==> config.mk <==
export PLATFORM = sky130hd
export DESIGN_NAME = powerpc_integer_alu_core
export DESIGN_NICKNAME = d
export VERILOG_FILES = /design/src/hw/rtl/pia_pkg.sv /design/src/hw/rtl/powerpc_integer_alu_core.sv /design/src/hw/rtl/pia_ctrl.sv /design/src/hw/rtl/pia_dp.sv
export VERILOG_INCLUDE_DIRS = /design/src /design/src/hw/rtl
export SDC_FILE = /design/constraint.sdc
export NUM_CORES = 2
export LEC_CHECK = 0
export BUFFER_PORTS_ARGS = -buffer_cell sky130_fd_sc_hd__buf_2
export CAP_MARGIN = 20
export CELL_PAD_IN_SITES_DETAIL_PLACEMENT = 1
export CELL_PAD_IN_SITES_GLOBAL_PLACEMENT = 2
export CORE_ASPECT_RATIO = 1.5
export CORE_MARGIN = 1.5
export CORE_UTILIZATION = 40
export DETAILED_ROUTE_END_ITERATION = 8
export MAX_ROUTING_LAYER = met4
export PLACE_DENSITY_LB_ADDON = 0.1
export SYNTH_ARGS = -nofsm -noshare
export SYNTH_HDL_FRONTEND = slang
export SYNTH_HIERARCHICAL = 1
export SYNTH_SLANG_ARGS = --single-unit
export TNS_END_PERCENT = 20
==> constraint.sdc <==
create_clock -name clk -period 26.1 [get_ports clk]
set_input_delay 2.61 -clock clk [delete_from_list [all_inputs] [get_ports clk]]
set_output_delay 2.61 -clock clk [all_outputs]
set_load 0.01 [all_outputs]
==> src/hw/rtl/assert_macros.svh <==
// Assertion helpers shared by the RTL.
`ifndef ASSERT_MACROS_SVH
`define ASSERT_MACROS_SVH

// Implication checked on every clock edge outside reset.
`define ASSERT_IMPLIES(label, clk_i, rstn_i, lhs, rhs) \
  label: assert property (@(posedge clk_i) disable iff (!rstn_i) (lhs) |-> (rhs)) \
    else $error("assertion failed");

// Next-cycle implication checked outside reset.
`define ASSERT_NEXT(label, clk_i, rstn_i, lhs, rhs) \
  label: assert property (@(posedge clk_i) disable iff (!rstn_i) (lhs) |=> (rhs)) \
    else $error("assertion failed");

`endif

==> src/hw/rtl/pia_pkg.sv <==
package pia_pkg;

  localparam int unsigned DataW = 32;
  localparam int unsigned ModeW = 4;
  localparam int unsigned CntW  = 6;

  typedef enum logic [ModeW-1:0] {
    MODE_ADD    = 4'd0,
    MODE_ADDC   = 4'd1,
    MODE_ADDE   = 4'd2,
    MODE_ADDME  = 4'd3,
    MODE_ADDZE  = 4'd4,
    MODE_SUBF   = 4'd5,
    MODE_SUBFC  = 4'd6,
    MODE_SUBFE  = 4'd7,
    MODE_SUBFME = 4'd8,
    MODE_SUBFZE = 4'd9,
    MODE_NEG    = 4'd10,
    MODE_MULLW  = 4'd11,
    MODE_MULHW  = 4'd12,
    MODE_MULHWU = 4'd13,
    MODE_DIVW   = 4'd14,
    MODE_DIVWU  = 4'd15
  } mode_t;

  // Commands from the controller to the datapath.
  typedef struct packed {
    logic load;      // capture request operands
    logic add_go;    // finish an add-class request
    logic mul_lo;    // multiply low partial products
    logic mul_hi;    // multiply high partial products and finish
    logic div_init;  // set up divider
    logic div_step;  // one radix-2 quotient bit
    logic div_done;  // finish divide
  } pia_cmd_t;

  // Status from the datapath to the controller.
  typedef struct packed {
    logic is_mul;
    logic is_div;
    logic div_last;
  } pia_sts_t;

endpackage

==> src/hw/rtl/powerpc_integer_alu_core.sv <==
// Channel  | Handshake            | Payload
// in       | in_valid / in_stall  | mode, operand_a, operand_b, a_is_zero, oe, rc
// out      | out_valid / out_stall| result, write, cr0, xer_so/ov/ca
// Add-class requests pass through dispatch to the result register, multiplies
// take two 16x16 partial-product steps, and divides take 32 steps of the radix-2
// restoring divider plus dispatch, setup and finish. One request is in flight.
// Synchronous reset clears XER bits and the controller. A stalled result holds
// and blocks the next request until it is taken.
module powerpc_integer_alu_core (
  input  logic                      clk,
  input  logic                      rst_n,
  input  logic                      in_valid,
  output logic                      in_stall,
  input  logic [pia_pkg::ModeW-1:0] in_mode,
  input  logic [pia_pkg::DataW-1:0] in_operand_a,
  input  logic [pia_pkg::DataW-1:0] in_operand_b,
  input  logic                      in_a_is_zero,
  input  logic                      in_overflow_enable,
  input  logic                      in_record_cr0,
  output logic                      out_valid,
  input  logic                      out_stall,
  output logic [pia_pkg::DataW-1:0] out_result,
  output logic                      out_write_result,
  output logic [3:0]                out_cr0_value,
  output logic                      out_cr0_write,
  output logic                      out_xer_so,
  output logic                      out_xer_ov,
  output logic                      out_xer_ca
);
  import pia_pkg::*;

  pia_cmd_t cmd;
  pia_sts_t sts;

  // Sequencing.
  pia_ctrl u_ctrl (
    .clk, .rst_n, .in_valid, .in_stall, .out_valid, .out_stall, .sts, .cmd
  );

  // Arithmetic and XER.
  pia_dp u_dp (
    .clk, .rst_n, .cmd, .sts, .in_mode, .in_operand_a, .in_operand_b,
    .in_a_is_zero, .in_overflow_enable, .in_record_cr0, .out_result,
    .out_write_result, .out_cr0_value, .out_cr0_write, .out_xer_so,
    .out_xer_ov, .out_xer_ca
  );
endmodule

==> src/hw/rtl/pia_ctrl.sv <==
module pia_ctrl (
  input  logic              clk,
  input  logic              rst_n,
  input  logic              in_valid,
  output logic              in_stall,
  output logic              out_valid,
  input  logic              out_stall,
  input  pia_pkg::pia_sts_t sts,
  output pia_pkg::pia_cmd_t cmd
);
  import pia_pkg::*;
  `include "assert_macros.svh"

  typedef enum logic [2:0] {
    ST_IDLE, ST_DISPATCH, ST_MULHI, ST_DIVINIT, ST_DIV, ST_DIVEND
  } state_t;

  state_t state_r, state_nxt;
  logic   out_valid_r, out_valid_nxt;
  logic   busy;

  // A request is taken once the previous result has left the output register.
  assign busy      = (state_r != ST_IDLE) || (out_valid_r && out_stall);
  assign in_stall  = busy;
  assign out_valid = out_valid_r;

  always_comb begin
    state_nxt     = state_r;
    out_valid_nxt = out_valid_r && out_stall;
    cmd           = '0;
    unique case (state_r)
      ST_IDLE: begin
        if (in_valid && !busy) begin
          cmd.load  = 1'b1;
          state_nxt = ST_DISPATCH;
        end
      end
      ST_DISPATCH: begin
        if (sts.is_mul) begin
          cmd.mul_lo = 1'b1;
          state_nxt  = ST_MULHI;
        end else if (sts.is_div) begin
          state_nxt = ST_DIVINIT;
        end else begin
          cmd.add_go    = 1'b1;
          out_valid_nxt = 1'b1;
          state_nxt     = ST_IDLE;
        end
      end
      ST_MULHI: begin
        cmd.mul_hi    = 1'b1;
        out_valid_nxt = 1'b1;
        state_nxt     = ST_IDLE;
      end
      ST_DIVINIT: begin
        cmd.div_init = 1'b1;
        state_nxt    = ST_DIV;
      end
      ST_DIV: begin
        cmd.div_step = 1'b1;
        if (sts.div_last) state_nxt = ST_DIVEND;
      end
      ST_DIVEND: begin
        cmd.div_done  = 1'b1;
        out_valid_nxt = 1'b1;
        state_nxt     = ST_IDLE;
      end
      default: state_nxt = ST_IDLE;
    endcase
  end

  // State and the output valid register.
  always_ff @(posedge clk) begin
    if (!rst_n) begin
      state_r     <= ST_IDLE;
      out_valid_r <= 1'b0;
    end else begin
      state_r     <= state_nxt;
      out_valid_r <= out_valid_nxt;
    end
  end

  `ASSERT_IMPLIES(a_no_take_busy, clk, rst_n, state_r != ST_IDLE, in_stall)
  `ASSERT_NEXT(a_load_leaves_idle, clk, rst_n, cmd.load, state_r == ST_DISPATCH)
  `ASSERT_IMPLIES(a_valid_only_idle, clk, rst_n, out_valid_r && !out_stall,
                  state_r == ST_IDLE)
endmodule

==> src/hw/rtl/pia_dp.sv <==
module pia_dp (
  input  logic                      clk,
  input  logic                      rst_n,
  input  pia_pkg::pia_cmd_t         cmd,
  output pia_pkg::pia_sts_t         sts,
  input  logic [pia_pkg::ModeW-1:0] in_mode,
  input  logic [pia_pkg::DataW-1:0] in_operand_a,
  input  logic [pia_pkg::DataW-1:0] in_operand_b,
  input  logic                      in_a_is_zero,
  input  logic                      in_overflow_enable,
  input  logic                      in_record_cr0,
  output logic [pia_pkg::DataW-1:0] out_result,
  output logic                      out_write_result,
  output logic [3:0]                out_cr0_value,
  output logic                      out_cr0_write,
  output logic                      out_xer_so,
  output logic                      out_xer_ov,
  output logic                      out_xer_ca
);
  import pia_pkg::*;
  `include "assert_macros.svh"

  mode_t            mode_r;
  logic [DataW-1:0] a_r, b_r;
  logic             oe_r, rc_r;
  logic             so_r, ov_r, ca_r;
  logic [DataW-1:0] res_r;
  logic             wr_r;
  logic [3:0]       cr_r;
  logic             crw_r;

  // Multiply partial products.
  logic [DataW-1:0]   a_mag, b_mag;
  logic [2*DataW-1:0] ll_r, lh_r, hl_r;
  logic [2*DataW-1:0] hh;
  logic [2*DataW-1:0] prod_u, prod;
  logic               mul_neg_r;

  // Divider.
  logic [DataW-1:0] rem_r, quo_r, div_r;
  logic [CntW-1:0]  cnt_r;
  logic             qneg_r, dbad_r;
  logic [DataW:0]   trial;

  logic [DataW-1:0] add_x, add_y;
  logic             add_c;
  logic [DataW:0]   add_sum;
  logic             add_ov, add_sets_ca;
  logic             is_signed_mul, is_signed_div;

  assign is_signed_mul = (mode_r != MODE_MULHWU);
  assign is_signed_div = (mode_r == MODE_DIVW);

  assign sts.is_mul   = (mode_r == MODE_MULLW) || (mode_r == MODE_MULHW) ||
                        (mode_r == MODE_MULHWU);
  assign sts.is_div   = (mode_r == MODE_DIVW) || (mode_r == MODE_DIVWU);
  assign sts.div_last = (cnt_r == CntW'(DataW - 1));

  // Adder operand selection.
  always_comb begin
    add_x       = a_r;
    add_y       = b_r;
    add_c       = 1'b0;
    add_sets_ca = 1'b1;
    unique case (mode_r)
      MODE_ADD:    add_sets_ca = 1'b0;
      MODE_ADDC:   ;
      MODE_ADDE:   add_c = ca_r;
      MODE_ADDME:  begin add_y = '1; add_c = ca_r; end
      MODE_ADDZE:  begin add_y = '0; add_c = ca_r; end
      MODE_SUBF:   begin add_x = ~a_r; add_c = 1'b1; add_sets_ca = 1'b0; end
      MODE_SUBFC:  begin add_x = ~a_r; add_c = 1'b1; end
      MODE_SUBFE:  begin add_x = ~a_r; add_c = ca_r; end
      MODE_SUBFME: begin add_x = ~a_r; add_y = '1; add_c = ca_r; end
      MODE_SUBFZE: begin add_x = ~a_r; add_y = '0; add_c = ca_r; end
      MODE_NEG:    begin add_x = ~a_r; add_y = '0; add_c = 1'b1; add_sets_ca = 1'b0; end
      default:     add_sets_ca = 1'b0;
    endcase
  end
  assign add_sum = {1'b0, add_x} + {1'b0, add_y} + {{DataW{1'b0}}, add_c};
  assign add_ov  = (add_x[DataW-1] ^ add_sum[DataW-1]) &
                   (add_y[DataW-1] ^ add_sum[DataW-1]);

  // Magnitudes for signed multiply.
  assign a_mag = (is_signed_mul && a_r[DataW-1]) ? (~a_r + 1'b1) : a_r;
  assign b_mag = (is_signed_mul && b_r[DataW-1]) ? (~b_r + 1'b1) : b_r;
  assign hh    = {32'd0, a_mag[31:16]} * {32'd0, b_mag[31:16]};
  assign prod_u = (hh << 32) + (lh_r << 16) + (hl_r << 16) + ll_r;
  assign prod   = mul_neg_r ? (~prod_u + 1'b1) : prod_u;

  assign trial = {rem_r, quo_r[DataW-1]} - {1'b0, div_r};

  function automatic logic [3:0] cr_of(logic [DataW-1:0] v, logic so);
    logic [3:0] c;
    c = v[DataW-1] ? 4'b1000 : ((v != '0) ? 4'b0100 : 4'b0010);
    return {c[3:1], so};
  endfunction

  always_ff @(posedge clk) begin
    if (!rst_n) begin
      so_r <= 1'b0;
      ov_r <= 1'b0;
      ca_r <= 1'b0;
    end else begin
      // Capture request.
      if (cmd.load) begin
        mode_r <= mode_t'(in_mode);
        a_r    <= in_a_is_zero ? '0 : in_operand_a;
        b_r    <= in_operand_b;
        oe_r   <= in_overflow_enable;
        rc_r   <= in_record_cr0;
      end
      // Add-class finish.
      if (cmd.add_go) begin
        res_r <= add_sum[DataW-1:0];
        wr_r  <= 1'b1;
        if (add_sets_ca) ca_r <= add_sum[DataW];
        if (oe_r) begin
          ov_r <= add_ov;
          if (add_ov) so_r <= 1'b1;
        end
        crw_r <= rc_r;
        cr_r  <= rc_r ? cr_of(add_sum[DataW-1:0], so_r | (oe_r & add_ov)) : 4'd0;
      end
      // Multiply: 16x16 partial products, then sum.
      if (cmd.mul_lo) begin
        ll_r      <= {32'd0, a_mag[15:0]} * {32'd0, b_mag[15:0]};
        lh_r      <= {32'd0, a_mag[15:0]} * {32'd0, b_mag[31:16]};
        hl_r      <= {32'd0, a_mag[31:16]} * {32'd0, b_mag[15:0]};
        mul_neg_r <= is_signed_mul & (a_r[DataW-1] ^ b_r[DataW-1]);
      end
      if (cmd.mul_hi) begin
        logic [DataW-1:0] r;
        logic             ovf, lw;
        lw  = (mode_r == MODE_MULLW);
        r   = lw ? prod[DataW-1:0] : prod[2*DataW-1:DataW];
        ovf = (prod[2*DataW-1:DataW] != {DataW{prod[DataW-1]}});
        res_r <= r;
        wr_r  <= 1'b1;
        if (oe_r && lw) begin
          ov_r <= ovf;
          if (ovf) so_r <= 1'b1;
        end
        crw_r <= rc_r;
        cr_r  <= rc_r ? cr_of(r, so_r | (oe_r & lw & ovf)) : 4'd0;
      end
      // Divide setup: magnitudes and fault check.
      if (cmd.div_init) begin
        rem_r  <= '0;
        quo_r  <= (is_signed_div && a_r[DataW-1]) ? (~a_r + 1'b1) : a_r;
        div_r  <= (is_signed_div && b_r[DataW-1]) ? (~b_r + 1'b1) : b_r;
        qneg_r <= is_signed_div & (a_r[DataW-1] ^ b_r[DataW-1]);
        dbad_r <= (b_r == '0) ||
                  (is_signed_div && a_r == 32'h8000_0000 && b_r == '1);
        cnt_r  <= '0;
      end
      // Restoring divide, one quotient bit per cycle.
      if (cmd.div_step) begin
        cnt_r <= cnt_r + 1'b1;
        if (!trial[DataW]) begin
          rem_r <= trial[DataW-1:0];
          quo_r <= {quo_r[DataW-2:0], 1'b1};
        end else begin
          rem_r <= {rem_r[DataW-2:0], quo_r[DataW-1]};
          quo_r <= {quo_r[DataW-2:0], 1'b0};
        end
      end
      if (cmd.div_done) begin
        logic [DataW-1:0] q;
        q = dbad_r ? '0 : (qneg_r ? (~quo_r + 1'b1) : quo_r);
        res_r <= q;
        wr_r  <= !dbad_r;
        if (oe_r) begin
          ov_r <= dbad_r;
          if (dbad_r) so_r <= 1'b1;
        end
        crw_r <= rc_r & !dbad_r;
        cr_r  <= (rc_r && !dbad_r) ? cr_of(q, so_r) : 4'd0;
      end
    end
  end

  assign out_result       = res_r;
  assign out_write_result = wr_r;
  assign out_cr0_value    = cr_r;
  assign out_cr0_write    = crw_r;
  assign out_xer_so       = so_r;
  assign out_xer_ov       = ov_r;
  assign out_xer_ca       = ca_r;

  `ASSERT_NEXT(a_ov_sets_so, clk, rst_n, ov_r && oe_r && (cmd.add_go || cmd.div_done), so_r)
  `ASSERT_IMPLIES(a_div_step_div, clk, rst_n, cmd.div_step, sts.is_div)
  `ASSERT_NEXT(a_so_sticky, clk, rst_n, so_r, so_r)
endmodule
# Word-level counts from Yosys, hierarchy flattened
# Cells that the tools add are included.
# W data, S select, Z words.
[op_classes]
add_sub_neg = 11
n_mul = 4
n_eq_ne = 27
mux = 74
n_bitwise = 16
reduce_logical = 39
[ops]
columns = ["operator", "count"]
rows = [
  ["$mux W32", 16],
  ["$add A64 B48 Y64", 2],
  ["$mul A16 B16 Y32", 4],
  ["$add A32 B1 Y32 const B", 3],
  ["$not A32 Y32", 3],
  ["$reduce_bool A32 Y1", 3],
  ["$add A64 B1 Y64 const B", 1],
  ["$add A64 B32 Y64", 1],
  ["$eq A32 B32 Y1 const B", 2],
  ["$mux W64", 1],
  ["$not A64 Y64", 1],
  ["$pmux W32 S2", 1],
  ["$mux W4", 9],
  ["$mux W1", 34],
  ["$add A32 B32 Y33", 1],
  ["$add A33 B1 Y33", 1],
  ["$sub A33 B32 Y33", 1],
  ["$eq A4 B4 Y1 const B", 8],
  ["$logic_not A32 Y1", 1],
  ["$ne A32 B32 Y1", 1],
  ["$eq A4 B3 Y1 const B", 4],
  ["$mux W3", 5],
  ["$reduce_and A2 Y1", 7],
  ["$mux W6", 2],
  ["26 further kinds", 59],
]
[word_totals]
regBits = 316
in_bits = 75
out_inout_bits = 43
elab_cells = 195

# Depth between registers and ports, before layout
[logic_depth]
depth_word = 17
depth_mapped = 51
mapped_depth_nobuf = 49

# Cells and area by module
# Netlist, hierarchy kept.
[modules_own_cells]
columns = ["module", "n_inst", "cells_each", "area_per_inst_um2", "seq_area_each_um2"]
rows = [
  ["pia_dp", 1, 6479, 56583.0, 9339.0],
  ["pia_ctrl", 1, 27, 265.3, 80.1],
]

# Worst setup path after synthesis
# OpenSTA, ideal clock, no wires.
[synth_path]
path_type = "flip-flop to flip-flop"
from = "register u_dp.a_r[0]"
to = "register u_dp.cr_r[0], in the netlist u_dp/out_cr0_value[0] (data pin)"
setup_ns = 0.261
arrival_ns = 12.833
required_time_ns = 25.839
slack_ns = 13.006
stages_incl_launch_ff = 50
n_path_buf = 3
synth_period_minus_slack_ns = 13.094
path_cell_list = "edfxtp_1 inv_1 clkbuf_1 ha_1 nand2_1 or3_1 nor3_1 nand2_1 or3_1 nor3_1 nand2_1 nor3_1 nor3b_1 nor3b_1 nand2_1 nand2_1 xnor2_1 clkbuf_1 [14 not listed] o21ai_0 xor2_1 fa_1 ha_1 a21oi_1 o21bai_1 a21o_1 clkbuf_1 o21ai_0 xor2_1 nand3_1 o41ai_1 xnor2_1 or4_1 a2111oi_0 mux2_2 a21oi_1 o311a_1"
[synth_via]
elab_chain_len = 16
elab_cells_between_ends = 26
cone_classes = "add/sub: 7; mul: 1; eq/ne: 1; mux: 8; bitwise: 9"
[synth_rtl]
columns = ["item", "line_no", "text"]
rows = [
  ["start: declaration", "pia_dp.sv:24", "logic [DataW-1:0] a_r, b_r;"],
  ["start signal: assignment", "pia_dp.sv:108", "a_r <= in_a_is_zero ? '0 : in_operand_a;"],
  ["$not A32 Y32", "--", ""],
  ["$add A32 B1 Y32", "pia_dp.sv:85", "assign a_mag = (is_signed_mul && a_r[DataW-1]) ? (~a_r + 1'b1) : a_r;"],
  ["$mux W32", "pia_dp.sv:85", ""],
  ["$mul A16 B16 Y32", "pia_dp.sv:87", "assign hh = {32'd0, a_mag[31:16]} * {32'd0, b_mag[31:16]};"],
  ["$add A64 B48 Y64 (2 in series)", "pia_dp.sv:88", "assign prod_u = (hh << 32) + (lh_r << 16) + (hl_r << 16) + ll_r;"],
  ["$add A64 B32 Y64", "pia_dp.sv:88", ""],
  ["$not A64 Y64", "pia_dp.sv:89", "assign prod = mul_neg_r ? (~prod_u + 1'b1) : prod_u;"],
  ["$add A64 B1 Y64", "pia_dp.sv:89", ""],
  ["$mux W64", "pia_dp.sv:89", ""],
  ["$ne A32 B32 Y1", "pia_dp.sv:137", "ovf = (prod[2*DataW-1:DataW] != {DataW{prod[DataW-1]}});"],
  ["$and A1 B1 Y1", "pia_dp.sv:145", "cr_r <= rc_r ? cr_of(r, so_r | (oe_r & lw & ovf)) : 4'd0;"],
  ["$or A1 B1 Y1", "pia_dp.sv:145", ""],
  ["$mux W4", "pia_dp.sv:145", ""],
  ["$mux W4 (*)", "pia_dp.sv:132", "if (cmd.mul_hi) begin"],
  ["$mux W4 (*)", "pia_dp.sv:168", "if (cmd.div_done) begin"],
  ["end signal: assignment", "pia_dp.sv:123", "cr_r <= rc_r ? cr_of(add_sum[DataW-1:0], so_r | (oe_r & add_ov)) : 4'd0;"],
  ["end signal: assignment", "pia_dp.sv:145", ""],
  ["end signal: assignment", "pia_dp.sv:178", "cr_r <= (rc_r && !dbad_r) ? cr_of(q, so_r) : 4'd0;"],
  ["end: declaration", "pia_dp.sv:29", "logic [3:0] cr_r;"],
]
# Mark *: on every way between the ends. The rest lies on a longest branch, timed or not. The select of a mux whose other input is x is not followed.
# A chain may end at the register's enable or synchronous reset.

# Worst setup path in the final report
# Same ends and word-level chain as after synthesis.

==> impl_metrics.csv <==
group,metric,value,unit
outcome,run_status,"finished, final reports clean",
sta,totalNegativeSetupSlack,0,ns
final_layout,stdcell_count,8427,
sta,drv_slew,0,
sta,fin_crit,15.57,ns
sta,hold_viol_final,0,
yosys,ys_seq_elements,316,
placement,dpl.hpwl,190000,um
worst_hold_path,hp-class,"register to register",
route,detail-route-antenna-nets,0,
global_route,use_met3,3.08,%
route,drt-total-wl,234000,um
setup_path,start_kind,"register",
setup_path,arrival,15.96,ns
yosys,synth_ff_type,"edfxtp_1",
clock_tree,post_cts_buffers,0,
placement,finalWeightedCongestion,0.982,
global_route,grt_pass1_vias,50900,
route,wl_per_cell,27.8,um
final_layout,final_util,43.8,%
final_layout,final_cell_mix,"inv_1 (1050), nand2_1 (914), fa_1 (812)",
setup_path,slowest_delay,0.73,ns
sta,fmaxAchievable,64.2,MHz
sta,worst_pin_slew,1.28,ns
clock_tree,tritoncts.num_buffers,40,
global_route,grt_use_met1,35.7,%
global_route,grt_busiest_layer,"met2",
global_route,grt_pass1_wl,342000,um
die,ios,118,
sta,clock_skew,0.0320,ns
final_layout,nFillCells,16600,
setup_path,cp_max_fo,23,
sta,rsz0062_at_grt,"no",
route,viasPerCell,5.57,
yosys,postSynthCellCount,6506,
clock_tree,cts_tree,"built",
yosys,yosysSeqAreaShare,16.6,%
global_route,use_met2,59.2,%
setup_path,crit_slowest_cell,"nor3_1",
placement,placed_cells,8342,
global_route,grt.total_usage,33.5,%
route,drt-initial-drc-count,2622,
setup_path,crit_type,"register to register",
placement,port_buffers,117,
sta,relSlewSlack,14.0,%
clock_tree,post_cts_resized,0,
sta,setup_viol,0,
die,fp-row-count,169,
yosys,avgSynthCellArea,8.74,um^2
route,firstDrtPassIters,5,
clock_tree,hold_buffers,0,
yosys,synthArstFlopShare,0,%
die,dieArea,144000,um^2
run,maxCapViolCount,0,
route,vias,46900,
final_layout,final_common_cell,"inv_1",
setup_path,path_common_cell,"fa_1",
die,core_region_area,141000,um^2
die,initial_core_util,40.2,%
setup_path,critPathRequiredTime,26.49,ns
yosys,ys_types,97,
yosys,synthesis.area,56800,um^2
clock_tree,cts_buffer_depth,3,
global_route,antenna_found_initial,10,
yosys,yosysWarnings,6,
route,drc,0,
final_layout,final_net_count,7907,
clock_tree,clk_latency,0.63,ns
sta,period_share,59.7,%
yosys,synth_fp_nets,7910,
clock_tree,clock-sinks,316,
clock_tree,cts_root_buf,"clkbuf_16",
die,die_y,465,um
clock_tree,htreeDepth,2,
yosys,synth_edf_count,309,
final_layout,drive_gt1_share,7.10,%
global_route,grt_max_degree,71,
final_layout,area_delta_synth_final,8.82,%
global_route,grt_overflow,0,
clock_tree,cts.clk_slew.worst_paths,0.07,ns
die,die_w,311,um
setup_path,cp-end-kind,"register",
## flip-flops by register name, indices dropped and copies added, names as in the netlist, 3 cells and up
name / flops
u_dp/mode_r: 4
u_dp/div_r: 32
u_dp/hl_r: 32
u_dp/cnt_r: 6
u_dp/b_r: 32
u_dp/a_r: 32
u_dp/ll_r: 32
u_dp/out_cr0_value: 4
u_dp/out_result: 32
u_dp/quo_r: 32
u_ctrl/state_r: 3
u_dp/rem_r: 32
u_dp/lh_r: 32
## synthesized netlist by cell type, types with 16 or more instances
| master | count | area (um^2) |
|---|---|---|
| inv_1 | 1050 | 3940 |
| nand2_1 | 914 | 3430 |
| fa_1 | 812 | 16300 |
| nor2_1 | 688 | 2580 |
| ha_1 | 517 | 6470 |
| edfxtp_1 | 309 | 9280 |
| xnor2_1 | 300 | 2630 |
| clkbuf_1 | 291 | 1090 |
| a21oi_1 | 210 | 1050 |
| o21ai_0 | 192 | 961 |
| xor2_1 | 189 | 1660 |
| nor3_1 | 88 | 440 |
| a21o_1 | 81 | 608 |
| nand3_1 | 61 | 305 |
| nor2b_1 | 58 | 363 |
| and2_1 | 56 | 350 |
| or3_1 | 55 | 344 |
| mux2i_1 | 47 | 470 |
| o21a_1 | 38 | 285 |
| o31ai_1 | 38 | 285 |
| nand4_1 | 35 | 219 |
| nor4_1 | 32 | 200 |
| o21bai_1 | 31 | 233 |
| and3_1 | 27 | 169 |
| nand2b_1 | 27 | 169 |
| a211oi_1 | 25 | 188 |
| a31oi_1 | 25 | 156 |
| o211ai_1 | 22 | 165 |
| o41ai_1 | 22 | 193 |
| or2_2 | 21 | 131 |
| or4_1 | 16 | 120 |
## routing by layer
layer	part of all wire [%]	vias up
li1	-	20800
met1	37	24500
met2	51	1178
met3	3.7	445
met4	8.1	0
met5	0	-
## layout make-up
type / count / area, um^2 / area share, %
tap: 1881 / 2350 / 3.80
clock buffer: 48 / 1070 / 1.74
antenna: 12 / 30.0 / 0.0485
sequential: 316 / 9420 / 15.2
multi-input combinational: 4836 / 43000 / 69.6
clock inverter: 25 / 359 / 0.580
timing repair buffer: 257 / 1640 / 2.65
inverter: 1052 / 3950 / 6.38
## cell families (layout without fill, tap and decap cells)
family	after synthesis	after routing	synth area share [%]
buffers and inverters	1354	1382	8.94
muxes	59	59	1.07
and+or+nand+nor	2159	2159	16.8
DFF	316	316	16.6
other	0	12	0
adders and majority gates	1329	1329	40.0
xor gates and xnor gates	489	489	7.53
AOI/OAI and AO/OA	800	800	9.07
## path summary, 6_finish.rpt
path	start	endpoint	slack [ns]	cells after the start
worst max-delay path	u_dp/a_r[0]	u_dp/out_cr0_value[0]	10.53	43
worst min-delay path	u_dp/out_xer_ov	u_dp/out_xer_ov	0.56	2
worst max register to register	u_dp/a_r[0]	u_dp/out_cr0_value[0]	10.53	43
worst min register to register	u_dp/out_xer_ov	u_dp/out_xer_ov	0.56	2
## worst max-delay path, delay by kind of cell (launching register included)
family	cells	cell delay [ns]
DFF	1	0.67
AOI/OAI and AO/OA	11	3.29
muxes	1	0.30
buffers and inverters	4	0.54
adders and majority gates	9	4.41
and+or+nand+nor	15	5.53
xor gates and xnor gates	3	0.52
## per-stage QoR
stage | area, um^2 | worst slack (ns) | hold slack (ns)
floorplan | 56800 | 13.01 | 0.491
global placement | 60400 | 10.98 | 0.562
detailed placement | 60400 | 10.60 | 0.559
CTS | 61800 | 10.52 | 0.567
global route | 61900 | 9.58 | 0.584
finish | 61900 | 10.53 | 0.560
Power is not shown: default switching activity piles up to over one toggle a cycle in this logic, so the estimate is an artifact.
